--- config.mk ---
export PLATFORM = sky130hd
export DESIGN_NAME = sequential_list_engine_unit
export DESIGN_NICKNAME = d
export VERILOG_FILES = /design/src/design/sle_pkg.sv /design/src/design/sequential_list_engine_unit.sv /design/src/design/sle_ctrl.sv /design/src/design/sle_datapath.sv
export SDC_FILE = /design/constraint.sdc
export NUM_CORES = 1
export LEC_CHECK = 0
export BUFFER_PORTS_ARGS = -buffer_cell sky130_fd_sc_hd__clkbuf_2
export CELL_PAD_IN_SITES_DETAIL_PLACEMENT = 1
export CELL_PAD_IN_SITES_GLOBAL_PLACEMENT = 1
export CORE_MARGIN = 5
export CORE_UTILIZATION = 55
export DETAILED_ROUTE_END_ITERATION = 12
export PLACE_DENSITY = 0.89
export RECOVER_POWER = 100
export SYNTH_ARGS = -nofsm -noshare
export SYNTH_HDL_FRONTEND = slang
export SYNTH_SLANG_ARGS = --single-unit
--- constraint.sdc ---
create_clock -name aclk -period 8.45 [get_ports aclk]
set_input_delay 0.4225 -clock aclk [delete_from_list [all_inputs] [get_ports aclk]]
set_output_delay 0.4225 -clock aclk [all_outputs]
set_load 0.005 [all_outputs]
--- src/design/sle_pkg.sv ---
// Package for the sequential list engine: sizes, codes, payload structs and the
// controller/datapath command and status structs. It has no dependencies.
package sle_pkg;

    localparam int DEPTH     = 16;
    localparam int IDX_W     = $clog2(DEPTH);
    localparam int CNT_W     = $clog2(DEPTH + 1);
    localparam int CAP_W     = 5;
    localparam int POS_W     = 4;
    localparam int CNT_OUT_W = 5;
    localparam int CMP_W     = (CNT_W > CAP_W) ? CNT_W : CAP_W;

    localparam logic [CAP_W-1:0] CAP_RESET = CAP_W'(16);

    // request kinds
    localparam logic [1:0] OP_INSERT = 2'd0;
    localparam logic [1:0] OP_SEARCH = 2'd1;
    localparam logic [1:0] OP_DELETE = 2'd2;

    // result status codes
    localparam logic [1:0] STAT_OK        = 2'd0;
    localparam logic [1:0] STAT_FULL      = 2'd1;
    localparam logic [1:0] STAT_NOT_FOUND = 2'd2;

    typedef struct packed {
        logic [1:0]         op;
        logic signed [31:0] value;
    } in_item_t;

    typedef struct packed {
        logic [1:0]           status;
        logic [POS_W-1:0]     position;
        logic [CNT_OUT_W-1:0] count;
    } out_item_t;

    typedef enum logic [2:0] {
        S_IDLE,
        S_SCAN,
        S_SHIFT,
        S_DONE
    } state_t;

    typedef enum logic [2:0] {
        RK_INSERT,
        RK_FULL,
        RK_FOUND,
        RK_REMOVED,
        RK_MISS
    } res_kind_t;

    typedef struct packed {
        logic      accept;
        logic      scan_en;
        logic      hit_load;
        logic      shift_en;
        logic      res_load;
        res_kind_t res_kind;
    } ctrl_cmd_t;

    typedef struct packed {
        logic ins_ok;
        logic hit;
        logic exhausted;
        logic out_busy;
    } dp_status_t;

endpackage

--- src/design/sequential_list_engine_unit.sv ---
// Sequential list engine: an ordered list of signed 32-bit values.
// Input channel s_valid/s_ready/s_data carries one request (op, value):
//   insert appends at the current count unless the list is full, search
//   reports the lowest filled position holding the value, delete removes
//   that entry and moves every later entry down one place.
// Result channel m_valid/m_ready/m_data carries one result per request:
//   status, position and the count after the request.
// cfg_wr_en/cfg_wr_data write the capacity register (reset 16; a value above
//   the store depth acts as the depth); write it only while the block is idle.
// Timing: one request at a time. Insert or an unused op code goes straight to
//   the done state. Search and delete walk the store one entry per cycle
//   through its single read port; search stops at the first match or after
//   the last filled entry, and delete then moves the later entries down. The
//   next request can be accepted in the cycle after the result loads.
// The result sits in an output register; a new request is accepted while
//   it waits, but the next result is held back until the receiver takes it.
// Reset clears the count, the pipeline and the result valid; the entry
//   store is not cleared, since only filled entries are ever read.
module sequential_list_engine_unit (
    input  logic                aclk,
    input  logic                aresetn,
    input  logic                cfg_wr_en,
    input  logic [4:0]          cfg_wr_data,
    input  logic                s_valid,
    output logic                s_ready,
    input  sle_pkg::in_item_t   s_data,
    output logic                m_valid,
    input  logic                m_ready,
    output sle_pkg::out_item_t  m_data
);
    import sle_pkg::*;

    ctrl_cmd_t  cmd;
    dp_status_t stat;

    sle_ctrl u_ctrl (
        .aclk    (aclk),
        .aresetn (aresetn),
        .s_valid (s_valid),
        .s_ready (s_ready),
        .op      (s_data.op),
        .stat    (stat),
        .cmd     (cmd)
    );

    sle_datapath u_datapath (
        .aclk        (aclk),
        .aresetn     (aresetn),
        .cfg_wr_en   (cfg_wr_en),
        .cfg_wr_data (cfg_wr_data),
        .s_data      (s_data),
        .m_valid     (m_valid),
        .m_ready     (m_ready),
        .m_data      (m_data),
        .cmd         (cmd),
        .stat        (stat)
    );

endmodule

--- src/design/sle_ctrl.sv ---
// Controller state machine of the sequential list engine.
// Depends on sle_pkg for the state, command and status types.
module sle_ctrl (
    input  logic               aclk,
    input  logic               aresetn,
    input  logic               s_valid,
    output logic               s_ready,
    input  logic [1:0]         op,
    input  sle_pkg::dp_status_t stat,
    output sle_pkg::ctrl_cmd_t  cmd
);
    import sle_pkg::*;

    state_t    state_reg, state_next;
    res_kind_t kind_reg, kind_next;
    logic      is_del_reg, is_del_next;
    logic      accept;

    assign accept = s_valid && (state_reg == S_IDLE);

    always_ff @(posedge aclk) begin
        if (!aresetn) begin
            state_reg  <= S_IDLE;
            kind_reg   <= RK_MISS;
            is_del_reg <= 1'b0;
        end else begin
            state_reg  <= state_next;
            kind_reg   <= kind_next;
            is_del_reg <= is_del_next;
        end
    end

    always_comb begin
        state_next  = state_reg;
        kind_next   = kind_reg;
        is_del_next = is_del_reg;
        unique case (state_reg)
            S_IDLE: begin
                if (accept) begin
                    unique case (op)
                        OP_INSERT: begin
                            kind_next  = stat.ins_ok ? RK_INSERT : RK_FULL;
                            state_next = S_DONE;
                        end
                        OP_SEARCH: begin
                            is_del_next = 1'b0;
                            state_next  = S_SCAN;
                        end
                        OP_DELETE: begin
                            is_del_next = 1'b1;
                            state_next  = S_SCAN;
                        end
                        default: begin
                            kind_next  = RK_MISS;
                            state_next = S_DONE;
                        end
                    endcase
                end
            end
            S_SCAN: begin
                if (stat.hit) begin
                    if (is_del_reg) begin
                        state_next = S_SHIFT;
                    end else begin
                        kind_next  = RK_FOUND;
                        state_next = S_DONE;
                    end
                end else if (stat.exhausted) begin
                    kind_next  = RK_MISS;
                    state_next = S_DONE;
                end
            end
            S_SHIFT: begin
                if (stat.exhausted) begin
                    kind_next  = RK_REMOVED;
                    state_next = S_DONE;
                end
            end
            S_DONE: begin
                // hold until the output register is free
                if (!stat.out_busy) begin
                    state_next = S_IDLE;
                end
            end
            default: state_next = S_IDLE;
        endcase
    end

    always_comb begin
        s_ready      = (state_reg == S_IDLE);
        cmd.accept   = accept;
        cmd.scan_en  = (state_reg == S_SCAN) && !stat.hit;
        cmd.hit_load = (state_reg == S_SCAN) && stat.hit;
        cmd.shift_en = (state_reg == S_SHIFT);
        cmd.res_load = (state_reg == S_DONE) && !stat.out_busy;
        cmd.res_kind = kind_reg;
    end

endmodule

--- src/design/sle_datapath.sv ---
// Datapath of the sequential list engine: entry store, scan pointer, count,
// capacity register and result register. Depends on sle_pkg.
module sle_datapath (
    input  logic                  aclk,
    input  logic                  aresetn,
    input  logic                  cfg_wr_en,
    input  logic [4:0]            cfg_wr_data,
    input  sle_pkg::in_item_t     s_data,
    output logic                  m_valid,
    input  logic                  m_ready,
    output sle_pkg::out_item_t    m_data,
    input  sle_pkg::ctrl_cmd_t    cmd,
    output sle_pkg::dp_status_t   stat
);
    import sle_pkg::*;

    logic signed [31:0] mem [DEPTH];

    logic [CAP_W-1:0]   cap_reg;
    logic [CNT_W-1:0]   count_reg, count_next;
    logic signed [31:0] value_reg;
    logic [CNT_W-1:0]   ptr_reg, ptr_next;
    logic               rd_vld_reg;
    logic [IDX_W-1:0]   rd_idx_reg;
    logic signed [31:0] rd_data_reg;
    logic [IDX_W-1:0]   hit_idx_reg;
    logic               m_valid_reg, m_valid_next;
    out_item_t          m_data_reg, m_data_next;

    logic               issue;
    logic               mem_we;
    logic [IDX_W-1:0]   mem_wa;
    logic signed [31:0] mem_wd;

    assign issue = (cmd.scan_en || cmd.shift_en) && (ptr_reg < count_reg);

    assign stat.ins_ok    = (CMP_W'(count_reg) < CMP_W'(cap_reg)) &&
                            (count_reg < CNT_W'(DEPTH));
    assign stat.hit       = rd_vld_reg && (rd_data_reg == value_reg);
    assign stat.exhausted = !rd_vld_reg && (ptr_reg >= count_reg);
    assign stat.out_busy  = m_valid_reg && !m_ready;

    // shift moves the entry just read down one place; insert appends at count
    always_comb begin
        if (cmd.shift_en) begin
            mem_we = rd_vld_reg;
            mem_wa = rd_idx_reg - IDX_W'(1);
            mem_wd = rd_data_reg;
        end else begin
            mem_we = cmd.res_load && (cmd.res_kind == RK_INSERT);
            mem_wa = count_reg[IDX_W-1:0];
            mem_wd = value_reg;
        end
    end

    always_ff @(posedge aclk) begin
        if (issue) begin
            rd_data_reg <= mem[ptr_reg[IDX_W-1:0]];
        end
        if (mem_we) begin
            mem[mem_wa] <= mem_wd;
        end
    end

    always_comb begin
        ptr_next = ptr_reg;
        if (cmd.accept) begin
            ptr_next = '0;
        end else if (cmd.hit_load) begin
            ptr_next = CNT_W'(rd_idx_reg) + CNT_W'(1);
        end else if (issue) begin
            ptr_next = ptr_reg + CNT_W'(1);
        end
    end

    always_comb begin
        count_next  = count_reg;
        m_data_next = m_data_reg;
        if (cmd.res_load) begin
            m_data_next.position = '0;
            case (cmd.res_kind)
                RK_INSERT: begin
                    count_next           = count_reg + CNT_W'(1);
                    m_data_next.status   = STAT_OK;
                    m_data_next.position = POS_W'(count_reg);
                end
                RK_FULL: begin
                    m_data_next.status = STAT_FULL;
                end
                RK_FOUND: begin
                    m_data_next.status   = STAT_OK;
                    m_data_next.position = POS_W'(hit_idx_reg);
                end
                RK_REMOVED: begin
                    count_next           = count_reg - CNT_W'(1);
                    m_data_next.status   = STAT_OK;
                    m_data_next.position = POS_W'(hit_idx_reg);
                end
                default: begin
                    m_data_next.status = STAT_NOT_FOUND;
                end
            endcase
            m_data_next.count = CNT_OUT_W'(count_next);
        end
    end

    always_comb begin
        m_valid_next = m_valid_reg;
        if (cmd.res_load) begin
            m_valid_next = 1'b1;
        end else if (m_ready) begin
            m_valid_next = 1'b0;
        end
    end

    always_ff @(posedge aclk) begin
        if (!aresetn) begin
            cap_reg     <= CAP_RESET;
            count_reg   <= '0;
            ptr_reg     <= '0;
            rd_vld_reg  <= 1'b0;
            m_valid_reg <= 1'b0;
        end else begin
            if (cfg_wr_en) begin
                cap_reg <= cfg_wr_data;
            end
            count_reg   <= count_next;
            ptr_reg     <= ptr_next;
            rd_vld_reg  <= issue;
            m_valid_reg <= m_valid_next;
        end
    end

    always_ff @(posedge aclk) begin
        if (cmd.accept) begin
            value_reg <= s_data.value;
        end
        if (issue) begin
            rd_idx_reg <= ptr_reg[IDX_W-1:0];
        end
        if (cmd.hit_load) begin
            hit_idx_reg <= rd_idx_reg;
        end
        m_data_reg <= m_data_next;
    end

    assign m_valid = m_valid_reg;
    assign m_data  = m_data_reg;

    a_count_bound: assert property (@(posedge aclk) disable iff (!aresetn)
        count_reg <= CNT_W'(DEPTH))
        else $error("entry count above store depth");

    a_shift_addr: assert property (@(posedge aclk) disable iff (!aresetn)
        (cmd.shift_en && rd_vld_reg) |-> (rd_idx_reg != '0))
        else $error("shift write below position zero");

    a_no_overwrite: assert property (@(posedge aclk) disable iff (!aresetn)
        cmd.res_load |-> !(m_valid_reg && !m_ready))
        else $error("result loaded over a pending transaction");

    a_hit_in_range: assert property (@(posedge aclk) disable iff (!aresetn)
        cmd.hit_load |-> (CNT_W'(rd_idx_reg) < count_reg))
        else $error("match reported beyond filled entries");

    a_remove_nonempty: assert property (@(posedge aclk) disable iff (!aresetn)
        (cmd.res_load && cmd.res_kind == RK_REMOVED) |-> (count_reg != '0))
        else $error("remove from an empty list");

endmodule

Word level (Yosys, flattened, before mapping)
Memories as Yosys holds them, arrays and structs flattened. A register that Yosys moved wholly into a read port is not among the register bits. Cells that the tools add are included.

Bits in registers: 75. Bits in latches: 0. Bits in writable memories: 512. ROM bits: 0. Input port bits: 44. Output and inout bits: 13. Logic and storage cells: 97. Memories: 1.

Add/sub/neg operators: 5. Multiply operators: 0. Divide/modulo/power cells: 0. Magnitude comparators: 4. Eq/ne operators: 15. Shift-type cells: 0. Mux-type cells: 28. Bitwise logic cells: 1. Reductions and logical operators: 29.

Memories: u_datapath.mem (words 16, bits a word 32, read ports 1, clocked after memory_dff 1, wr ports 1, RTL line sle_datapath.sv:17) `logic signed [31:0] mem [DEPTH];`.

Operators with widths (count): $eq 32x32->1 (1); $mux 32 (1); $mux 3 (9); $eq 3x2->1 const B (4); $pmux 3 s4 (1); $add 5x1->5 const B (2); $logic_and 1x1->1 (10); $lt 5x5->1 (2); $mux 5 (2); $pmux 5 s2 (1); $pmux 3 s3 (1); $pmux 4 s2 (1); $mux 1 (7); $eq 3x1->1 const B (2); $logic_not 3->1 (2); $ne 2x2->1 const B (3); $pmux 3 s2 (1); $reduce_and 6->1 (1); $reduce_bool 2->1 (3); $reduce_or 2->1 (3); $add 4x1->5 const B (1); $ge 5x5->1 (1); $lt 5x5->1 const B (1); $sub 5x1->5 const B (1); other kinds (18) (21).

Logic depth before layout (Yosys ltp)
Gate-level depths: netlist (run 1).

Depth after elaboration: 8. Gate-level depth with buffers: 13.

Cells and area by module
From an unflattened synthesis (run 1), not the netlist that was laid out.

Cells, all modules: 1133. Area, all modules: 24454.7 µm².

Modules (own cells, without submodules): sle_datapath (times used 1, cells each 1072, area each 23926.7 µm²); sle_ctrl (times used 1, cells each 61, area each 528.0 µm²).

Least setup slack after synthesis (run 1)
No wires, ideal clock.

Path type: register -> register. Start: register u_datapath.ptr_reg[0]. End: register u_datapath.ptr_reg[1]. Data arrival time: 4.003 ns. Data required time: 8.377 ns. Setup slack: 4.374 ns. Cell stages (with the launch flop): 13. Path buffers: 3. Period minus slack after synthesis: 4.076 ns. Cell sequence: dfxtp_1 > clkbuf_1 > clkbuf_1 > buf_1 > inv_1 > ha_1 > nor2b_1 > o21ai_0 > and2_1 > nand2_1 > a21oi_1 > o21ai_0 > a21oi_1.

Longest elaborated chain between the ends: 3. Elaborated cells on any way between the ends: 6. Classes of those cells: add/sub: 1; order compare: 1; mux: 2; reduce/logical: 2.

Ends and longest elaborated chain: start, declared (RTL line sle_datapath.sv:22) `logic [CNT_W-1:0] ptr_reg, ptr_next;`; start signal, assigned (RTL line sle_datapath.sv:128) `ptr_reg <= ptr_next;`; $lt 5x5->1 (RTL line sle_datapath.sv:35) `assign issue = (cmd.scan_en || cmd.shift_en) && (ptr_reg < count_reg);`; $logic_and 1x1->1 (RTL line sle_datapath.sv:35); net u_datapath.issue (RTL line sle_datapath.sv:30) `logic issue;`; $reduce_bool 2->1 (no source line).

The timed path passes the listed nets, and every way through them passes these cells. The select of a mux whose other input is x is not followed. A chain may end at the register's enable or synchronous reset.

Worst setup path after layout (run 1)
Start: register u_datapath.ptr_reg[1]. End: register u_datapath.rd_data_reg[21] (read register of u_datapath.mem), data pin.

Longest elaborated chain between the ends: 2.

Ends and longest elaborated chain: $lt 5x5->1 (RTL line sle_datapath.sv:35); $logic_and 1x1->1 (RTL line sle_datapath.sv:35); end, declared (RTL line sle_datapath.sv:25) `logic signed [31:0] rd_data_reg;`.

Several ways; a longest one is shown, not always the timed one.

==> impl_metrics.yaml, run 1 <==
run_status:
  status: "complete, but fails checks"
  violations: "max-capacitance violations, max-slew violations"
finish:
  diodes: 0
  largest_reg_flops: 512
  final_util_pct: 62.2
  layout.filler_cells: 3611
  final_cell_mix: "edfxtp_1, mux4_2, clkbuf_16, clkbuf_1, mux2_1"
  fin_area_mm2: 0.0274
  layout_commonest_cell: "edfxtp_1"
  drive_gt1_share_pct: 23.5
  nets: 1320
  synthToLayoutAreaGrowth_pct: 12.6
synthesis:
  synth_edf_count: 595
  synth_top_cell_area_share_pct: 73.4
  synthArstFlopShare_pct: 0
  syn_nets: 1211
  synth_area_leader_cell: "edfxtp_1"
  avgSynthCellArea_um2: 21.2
  seq_area_frac_synth_pct: 75.4
  synth_cell_types: 50
  syn_area_mm2: 0.0243
  ys_top_cells_by_area: "edfxtp_1, mux4_2, dfxtp_1, mux2_2, xnor2_1"
  synth_cells: 1150
  yosys_warnings: 0
  synth-seq-cells: 619
  synth-main-ff-cell: "edfxtp_1"
critical_path:
  crit_path_start_kind: "flip-flop"
  crit_family: "buffers and inverters"
  path_class: "reg2reg"
  cp_cell_sequence: "clkbuf_1 > buf_4 > mux4_2 > mux4_2"
  crit_path_max_incr_delay_ns: 3.12
  slowest_stage: "clkbuf_1"
  critPathMaxFanout: 65
  cp_common_cell: "mux4_2"
  endpoint_kind: "flip-flop"
  worst-path-buf-inv: 2
  worstPathArrival_ns: 6.32
  critPathRequiredTime_ns: 8.79
sta:
  max_freq_mhz: 167
  finalHoldViolCount: 0
  rsz0062_at_grt: "no"
  final_max_slew_viol_count: 310
  slew_headroom_pct: -193
  layout_setup_ws_ns: 2.46
  final-setup-viol-count: 0
  max_slew.worst_pin.slew_ns: 4.39
  fin_setup_tns_ns: 0
  post-route-period-util_pct: 70.8
  fin_worst_skew_ns: 0.0343
  period_minus_slack_ns: 5.99
routing:
  wl_per_cell_um: 33.0
  dr.pass1.iters: 5
  drc_errors: 0
  routed_wl_um: 62500
  vias: 12400
  routed_via_density: 6.52
  drtAntennaViolNets: 0
  drt_first_iter_violations: 1423
power_and_ir_drop:
  p_leak_nw: 8.34
  power_w: 0.00602
  p_comb_share_pct: 2.1
  p_int_w: 0.00476
  p_clk_share_pct: 41.6
  switchingPower_w: 0.00127
  power_density_mw_per_mm2: 220
  swShare_pct: 21.0
  power_frac_seq_pct: 56.2
  vdd_ir_drop_max_mv: 0.217
floorplan:
  initial_core_util_pct: 55.3
  die_y_um: 220
  ios: 57
  rows: 77
  core_mm2: 0.0440
  die-area_mm2: 0.0486
  die_w_um: 220
clock_tree:
  cts_root_buf: "clkbuf_16"
  clock_sinks: 619
  cts_tree: "built"
  clk_pin_slew_worst_paths_ns: 0.07
  numCtsBuffers: 59
  htreeDepth: 2
  clk_latency_ns: 0.64
  cts.path.max_buffers: 3
  cts_setup_buffers: 0
global_route:
  antenna_found_initial: 0
  track_usage_pct: 26.3
  grt_pass1_wl_um: 91700
  grt_max_degree: 66
  met2_usage_pct: 44.7
  overflow: 0
  use_met3_pct: 3.52
  top_usage_layer: "met2"
  use_met1_pct: 36.4
  grt_pass1_vias: 13100
flow_run:
  cap_violations: 7
placement:
  portBuffers: 56
  place_congestion: 0.820
  place_area_mm2: 0.0255
  hpwl_um: 32200
  preCtsSetupSlack_ns: 4.45
min_path:
  worstHoldPathType: "in2reg"
[tightest hold or removal path, cell delays in order]
cell and delay (ns):
clkbuf_2 0.08, mux2i_1 0.06, nor2_1 0.07
[cell families (layout without fill, tap and decap cells)]
group | count (synthesis) | count (layout) | synth area share, %
other | 1 | 1 | 0.0154
AOI/OAI and AO/OA | 69 | 69 | 1.87
DFF | 619 | 619 | 75.4
and+or+nand+nor | 129 | 129 | 2.58
muxes | 198 | 198 | 16.5
adders and majority gates | 17 | 17 | 0.905
buffers and inverters | 73 | 228 | 1.13
xor gates and xnor gates | 44 | 44 | 1.58
[layer usage]
metal	vias up	routed length [um]
li1	4962	-
met1	6558	24000
met2	723	32000
met3	124	4700
met4	0	1860
met5	-	0
[area by class of cell]
class	count	area, um2	share of cell area [%]
tap	592	741	2.70
sequential	619	18400	67.0
timing repair buffer	101	603	2.20
inverter	20	75.1	0.274
clock buffer	69	1510	5.52
clock inverter	38	282	1.03
multi-input combinational	458	5840	21.3
[power by group through the flow]
stage	Combinational, W	Clock (W)	Sequential, W
after floorplan	0.0000739	0	0.00344
after global placement	0.000113	0	0.00345
after detailed placement	0.000122	0	0.00345
after CTS	0.000132	0.00253	0.00339
after global routing	0.000138	0.00270	0.00339
final	0.000128	0.00251	0.00339
[through the flow]
stage | hold slack [ns] | std cells
global route | 0.0517 | 1897
global placement | 0.477 | 1770
CTS | 0.00130 | 1897
floorplan | 0.406 | 1150
finish | 0.0547 | 1897
detailed placement | 0.498 | 1770
[cell usage after synthesis (all sizes together), types with 5 or more instances]
library cell / number
clkbuf: 41
mux2i: 5
edfxtp: 595
a211oi: 6
mux2: 33
nand4: 9
or4: 5
nand2: 29
a21oi: 17
ha: 16
nand3: 5
nor3: 8
inv: 20
nor2: 47
o21ai: 11
dfxtp: 24
mux4: 160
a21o: 8
xor2: 12
nand2b: 6
buf: 12
xnor2: 32
[final timing paths]
kind | slack (ns) | depth (start not counted) | startpoint | to
setup / recovery | 2.46 | 4 | u_datapath.ptr_reg[1]$_SDFFE_PP0P_ | u_datapath.rd_data_reg[21]$_DFFE_PP_
hold / removal | 0.05 | 3 | cfg_wr_data[2] | u_datapath.cap_reg[2]$_SDFFE_PN0P_
setup reg to reg | 2.46 | 4 | u_datapath.ptr_reg[1]$_SDFFE_PP0P_ | u_datapath.rd_data_reg[21]$_DFFE_PP_
hold reg to reg | 0.51 | 2 | u_datapath.cap_reg[4]$_SDFFE_PN1P_ | u_datapath.cap_reg[4]$_SDFFE_PN1P_
[repair_timing]
item,4_1_cts,5_1_grt
hold buffers,20,0
hold endpoints to repair,20,0
resized for setup,0,0
endpoints found under the setup margin,0,0
Power figures use the tool's default switching activity.
==> run 2: changes to the inputs <==
--- a/config.mk
+++ b/config.mk
@@ -5,13 +5,14 @@
 export SDC_FILE = /design/constraint.sdc
 export NUM_CORES = 1
 export LEC_CHECK = 0
+export ABC_AREA = 1
 export BUFFER_PORTS_ARGS = -buffer_cell sky130_fd_sc_hd__clkbuf_2
 export CELL_PAD_IN_SITES_DETAIL_PLACEMENT = 1
 export CELL_PAD_IN_SITES_GLOBAL_PLACEMENT = 1
 export CORE_MARGIN = 5
-export CORE_UTILIZATION = 55
+export CORE_UTILIZATION = 47
 export DETAILED_ROUTE_END_ITERATION = 12
-export PLACE_DENSITY = 0.89
+export PLACE_DENSITY = 0.85
 export RECOVER_POWER = 100
 export SYNTH_ARGS = -nofsm -noshare
 export SYNTH_HDL_FRONTEND = slang
==> constraint.sdc (replaced) <==
create_clock -name aclk -period 5.36 [get_ports aclk]
set_input_delay 0.268 -clock aclk [delete_from_list [all_inputs] [get_ports aclk]]
set_output_delay 0.268 -clock aclk [all_outputs]
set_load 0.005 [all_outputs]
==> run 2 against run 1 <==
Net effect: the run still ends with max-capacitance violations, max-slew violations left; core utilization decreased by 8.4 points; combinational power increased by 110%; via count increased by 38%; count of clock-buffer cells in the layout increased by 6; sequential power increased by 58%; die area increased by 21%; synthesized cell count increased by 65%; register-to-register slack got worse by 1.7 ns; hold slack improved by 0.0041 ns; non-clock buffer count increased by 36; maximum frequency increased by 31%; clock skew decreased by 0.0018 ns.
==> impl_metrics.yaml, run 2 <==
sta:
  finalHoldViolCount: 0
  rsz0062_at_grt: "no"
  max_slew.worst_pin.slew_ns: 3.32
  slew_headroom_pct: -122
  fin_worst_skew_ns: 0.0325
  period_minus_slack_ns: 4.57
  final-setup-viol-count: 0
  layout_setup_ws_ns: 0.787
  post-route-period-util_pct: 85.3
  final_max_slew_viol_count: 536
  max_freq_mhz: 219
  fin_setup_tns_ns: 0
clock_tree:
  htreeDepth: 3
  cts.path.max_buffers: 3
  clk_latency_ns: 0.63
  cts_tree: "built"
  clk_pin_slew_worst_paths_ns: 0.06
  cts_root_buf: "clkbuf_16"
  cts_resized: 0
  clock_sinks: 619
  numCtsBuffers: 66
finish:
  layout.filler_cells: 5308
  synthToLayoutAreaGrowth_pct: 13.9
  drive_gt1_share_pct: 9.35
  largest_reg_flops: 512
  seqCellArea_mm2: 0.0184
  multi_input_area_mm2: 0.00610
  nets: 2064
  final_cell_mix: "edfxtp_1, nor2_1, nand2_1, o21ai_0"
  final_cell_count_no_fill: 2751
  fin_area_mm2: 0.0288
  layout_commonest_cell: "edfxtp_1"
min_path:
  worstHoldPathType: "in2reg"
power_and_ir_drop:
  p_leak_nw: 9.59
  power_density_mw_per_mm2: 353
  vdd_ir_drop_max_mv: 0.288
routing:
  drc_errors: 0
  wl_per_cell_um: 27.6
  vias: 17000
  drtAntennaViolNets: 0
  routed_wl_um: 75900
  dr.pass1.iters: 5
  drt_first_iter_violations: 1802
  routed_via_density: 6.18
critical_path:
  path_class: "reg2reg"
  crit_path_start_kind: "flip-flop"
  critPathMaxFanout: 58
  endpoint_kind: "flip-flop"
  ff2ff_setup_slack_ns: 0.79
  worstPathArrival_ns: 5.05
  critPathRequiredTime_ns: 5.83
synthesis:
  syn_area_mm2: 0.0253
  ys_top_cells_by_area: "edfxtp_1, mux2i_1, o21ai_0, o221ai_1, nor2_1"
  synth-main-ff-cell: "edfxtp_1"
  synthTopCellsByCount: "edfxtp_1, nor2_1, nand2_1"
  synth_top_cell_area_share_pct: 70.6
  yosys.cell_count.top_type: "edfxtp_1"
  syn_nets: 1962
  synth_cells: 1901
  avgSynthCellArea_um2: 13.3
  synth_cell_types: 41
  synth-seq-cells: 619
  yosys_warnings: 0
  synth_edf_count: 595
  synth_area_leader_cell: "edfxtp_1"
  seq_area_frac_synth_pct: 72.5
  synthArstFlopShare_pct: 0
global_route:
  overflow: 0
  grt_max_degree: 260
  grt_pass1_vias: 18200
  track_usage_pct: 25.2
  antenna_found_initial: 2
  grt_pass1_wl_um: 112000
run_status:
  violations: "max-capacitance violations, max-slew violations"
  status: "complete, but fails checks"
floorplan:
  die_y_um: 242
  rows: 85
  die-area_mm2: 0.0586
  core_mm2: 0.0536
  ios: 57
  die_w_um: 242
  initial_core_util_pct: 47.2
flow_run:
  cap_violations: 26
placement:
  dp.cells: 2586
  place_congestion: 0.902
  portBuffers: 56
  hpwl_um: 44000
  preCtsSetupSlack_ns: 1.82
  place_area_mm2: 0.0265
run 2: cell count changes after synthesis, sizes merged, moves of 25 or more:
| cell | previous run | this run |
|---|---|---|
| mux4 | 160 | 0 |
| clkbuf | 41 | 73 |
| inv | 20 | 112 |
| mux2i | 5 | 110 |
| o21ai | 11 | 202 |
| mux2 | 33 | 0 |
| nand2 | 29 | 225 |
| nand3 | 5 | 65 |
| xnor2 | 32 | 7 |
| nor2 | 47 | 230 |
| o221ai | 0 | 110 |
run 2: metal layers:
| layer | up-vias | wire (um) | GRT usage [%] |
|---|---|---|---|
| met1 | 8569 | 27900 | 30.7 |
| li1 | 7257 | - | - |
| met4 | 0 | 4590 | 13.4 |
| met2 | 893 | 37100 | 42.2 |
| met3 | 294 | 6310 | 5.57 |
| met5 | - | 0 | 0 |
run 2: layout make-up:
class | count | area share, %
antenna | 2 | 0.0174
clock buffer | 75 | 5.99
clock inverter | 43 | 1.38
inverter | 114 | 1.49
multi-input combinational | 1065 | 21.2
sequential | 619 | 63.6
tap | 696 | 3.02
timing repair buffer | 137 | 3.31
run 2: kinds of logic after synthesis:
group                      count (synthesis)  synth area share (%)
DFF                                      619                  72.5
adders and majority gates                 17                 0.870
other                                      1                0.0148
muxes                                    110                  4.35
AOI/OAI and AO/OA                        375                  9.45
xor gates and xnor gates                  10                 0.346
and+or+nand+nor                          552                  9.15
buffers and inverters                    217                  3.34
run 2: final timing paths:
check	end	from	cells after the start
worst min register to register	u_datapath.cap_reg[3]$_SDFFE_PN0P_	u_datapath.cap_reg[3]$_SDFFE_PN0P_	2
worst min-delay path	u_datapath.cap_reg[3]$_SDFFE_PN0P_	cfg_wr_en	3
worst max register to register	u_datapath.rd_data_reg[4]$_DFFE_PP_	u_datapath.ptr_reg[2]$_SDFFE_PP0P_	5
worst max-delay path	u_datapath.rd_data_reg[4]$_DFFE_PP_	u_datapath.ptr_reg[2]$_SDFFE_PP0P_	5
run 2: report_power, final:
part           switching (W)  total (W)  leakage, nW  internal (W)
Clock                0.00193    0.00455         1.04       0.00262
Combinational       0.000200   0.000271         2.99     0.0000713
Sequential         0.0000270    0.00537         5.56       0.00534
run 2: what timing repair did:
item,4_1_cts,5_1_grt
hold endpoints to repair,40,0
hold buffers,43,0
buffers inserted,0,0
run 2: worst max-delay path, stage by stage, from the launching register on:
cell and delay (ns):
dfxtp_1 2.06, inv_2 0.92, clkbuf_2 0.74, o221ai_1 0.26
nand3_1 0.20, nand2_1 0.17
run 2: metrics by stage:
step	power, W	hold slack [ns]	utilization [%]
global placement	0.00569	0.445	49.4
finish	0.0102	0.0588	53.8
CTS	0.0102	0.0386	54.2
floorplan	0.00558	0.367	-
detailed placement	0.00571	0.447	49.4
global route	0.0105	0.0785	53.8
==> run 3: changes to the inputs <==
--- a/config.mk
+++ b/config.mk
@@ -9,9 +9,11 @@
 export BUFFER_PORTS_ARGS = -buffer_cell sky130_fd_sc_hd__clkbuf_2
 export CELL_PAD_IN_SITES_DETAIL_PLACEMENT = 1
 export CELL_PAD_IN_SITES_GLOBAL_PLACEMENT = 1
+export CORE_ASPECT_RATIO = 1.4
 export CORE_MARGIN = 5
 export CORE_UTILIZATION = 47
 export DETAILED_ROUTE_END_ITERATION = 12
+export HOLD_SLACK_MARGIN = 0.08
 export PLACE_DENSITY = 0.85
 export RECOVER_POWER = 100
 export SYNTH_ARGS = -nofsm -noshare
==> run 3 against run 2 <==
Net effect: the flow still finishes with violations (max-capacitance violations, max-slew violations); design area fell by 1.4%; maximum frequency rose by 7.3%; routed wire length fell by 2.6%; die area rose by 0.11%; sequential cell count did not move; critical path type unchanged; highest routed layer unchanged.
==> impl_metrics.yaml, run 3 (synthesized netlist as in run 2, its figures left out) <==
clock_tree:
  cts_setup_buffers: 0
  cts.path.max_buffers: 3
  clk_pin_slew_worst_paths_ns: 0.07
  numCtsBuffers: 56
  cts_tree: "built"
  htreeDepth: 2
  cts_resized: 0
  clk_latency_ns: 0.62
  hold_buffers: 49
  clock_sinks: 619
  cts_root_buf: "clkbuf_16"
placement:
  hpwl_um: 44500
  portBuffers: 56
  place_congestion: 0.878
sta:
  final_max_slew_viol_count: 857
  fin_worst_skew_ns: 0.0281
  post-route-period-util_pct: 79.5
  max_freq_mhz: 235
  rsz0062_at_grt: "no"
  max_slew.worst_pin.slew_ns: 2.67
  period_minus_slack_ns: 4.26
  fin_setup_tns_ns: 0
  finalHoldViolCount: 0
  final-setup-viol-count: 0
  slew_headroom_pct: -80.1
routing:
  dr.pass1.iters: 5
  vias: 16700
  drc_errors: 0
  drt_first_iter_violations: 1791
  routed_wl_um: 73900
  routed_via_density: 6.08
  drtAntennaViolNets: 0
  wl_per_cell_um: 26.9
floorplan:
  die_w_um: 206
  core_mm2: 0.0533
  die-area_mm2: 0.0587
  initial_core_util_pct: 47.5
  die_y_um: 285
  rows: 100
  ios: 57
min_path:
  whs_path_depth: 6
  worstHoldPathType: "in2reg"
finish:
  synthToLayoutAreaGrowth_pct: 12.4
  drive_gt1_share_pct: 8.75
  multi_input_area_mm2: 0.00614
  final_cell_mix: "edfxtp_1, nand2_1, nor2_1, o21ai_0"
  layout.filler_cells: 5329
  nets: 2049
  layout_commonest_cell: "edfxtp_1"
  seqCellArea_mm2: 0.0184
  largest_reg_flops: 512
  diodes: 0
global_route:
  grt_max_degree: 154
  grt_pass1_vias: 17900
  overflow: 0
  grt_pass1_wl_um: 110000
  antenna_found_initial: 0
  track_usage_pct: 24.8
power_and_ir_drop:
  power_density_mw_per_mm2: 335
  vdd_ir_drop_max_mv: 0.245
  p_leak_nw: 9.34
  power_w: 0.00952
critical_path:
  reg2regPathDepth: 4
  worstPathArrival_ns: 4.60
  critPathMaxFanout: 47
  critPathRequiredTime_ns: 5.70
  crit_path_start_kind: "flip-flop"
  path_class: "reg2reg"
  endpoint_kind: "flip-flop"
run_status:
  violations: "max-capacitance violations, max-slew violations"
  status: "complete, but fails checks"
flow_run:
  cap_violations: 30
-- run 3: cell types whose count changed in the layout (fill, tap and decap cells not counted), sizes merged --
| cell | delta |
|---|---|
| clkinv | -2 |
| diode | -2 |
| dlygate4sd3 | +6 |
| clkinvlp | +1 |
| buf | -11 |
| inv | +2 |
| clkbuf | -10 |
| bufinv | -4 |
-- run 3: worst paths after layout --
check	from	slack [ns]	to
worst max-delay path	u_datapath.ptr_reg[2]$_SDFFE_PP0P_	1.10	u_datapath.rd_data_reg[11]$_DFFE_PP_
worst min-delay path	s_data[33]	0.25	u_ctrl.kind_reg[2]$_SDFFE_PN1P_
worst max register to register	u_datapath.ptr_reg[2]$_SDFFE_PP0P_	1.10	u_datapath.rd_data_reg[11]$_DFFE_PP_
worst min register to register	u_ctrl.kind_reg[0]$_SDFFE_PN0P_	0.51	u_ctrl.kind_reg[0]$_SDFFE_PN0P_
-- run 3: report_power, final --
part / internal [W] / leakage, nW / switching [W] / total (W)
clock network: 0.00203 / 0.845 / 0.00183 / 0.00387
logic: 0.0000753 / 2.93 / 0.000213 / 0.000288
registers: 0.00534 / 5.57 / 0.0000255 / 0.00536
-- run 3: metrics by stage --
stage / util (%) / hold slack [ns] / cell area [um2] / worst slack, ns / instances
finish: 53.4 / 0.251 / 28500 / 1.10 / 2749
CTS: 53.8 / 0.237 / 28700 / 1.81 / 2748
floorplan: - / 0.367 / 25300 / 2.23 / 1901
global route: 53.4 / 0.310 / 28500 / 0.999 / 2749
detailed placement: 49.6 / 0.447 / 26400 / 1.90 / 2594
global placement: 49.6 / 0.445 / 26400 / 2.16 / 2594
-- run 3: final cells by class --
cell class                      count  share of cell area (%)
Timing Repair Buffer              132                    3.17
Clock inverter                     40                    1.02
Clock buffer                       65                    5.04
Inverter                          114                    1.51
Tap cell                          714                    3.14
Multi-Input combinational cell   1065                    21.6
Sequential cell                   619                    64.5
-- run 3: critical path, cell delays in order, from the launching register on --
cell,delay [ns]
dfxtp_2,1.07
clkbuf_1,1.76
o221ai_1,0.66
nand3_1,0.29
nand2_1,0.11
-- run 3: layer usage --
layer / vias to the layer above / global-route usage (%) / wire, um
li1: 7211 / - / -
met1: 8401 / 30.2 / 26900
met2: 889 / 42.1 / 37200
met3: 221 / 4.68 / 5910
met4: 0 / 12.2 / 3980
met5: - / 0 / 0
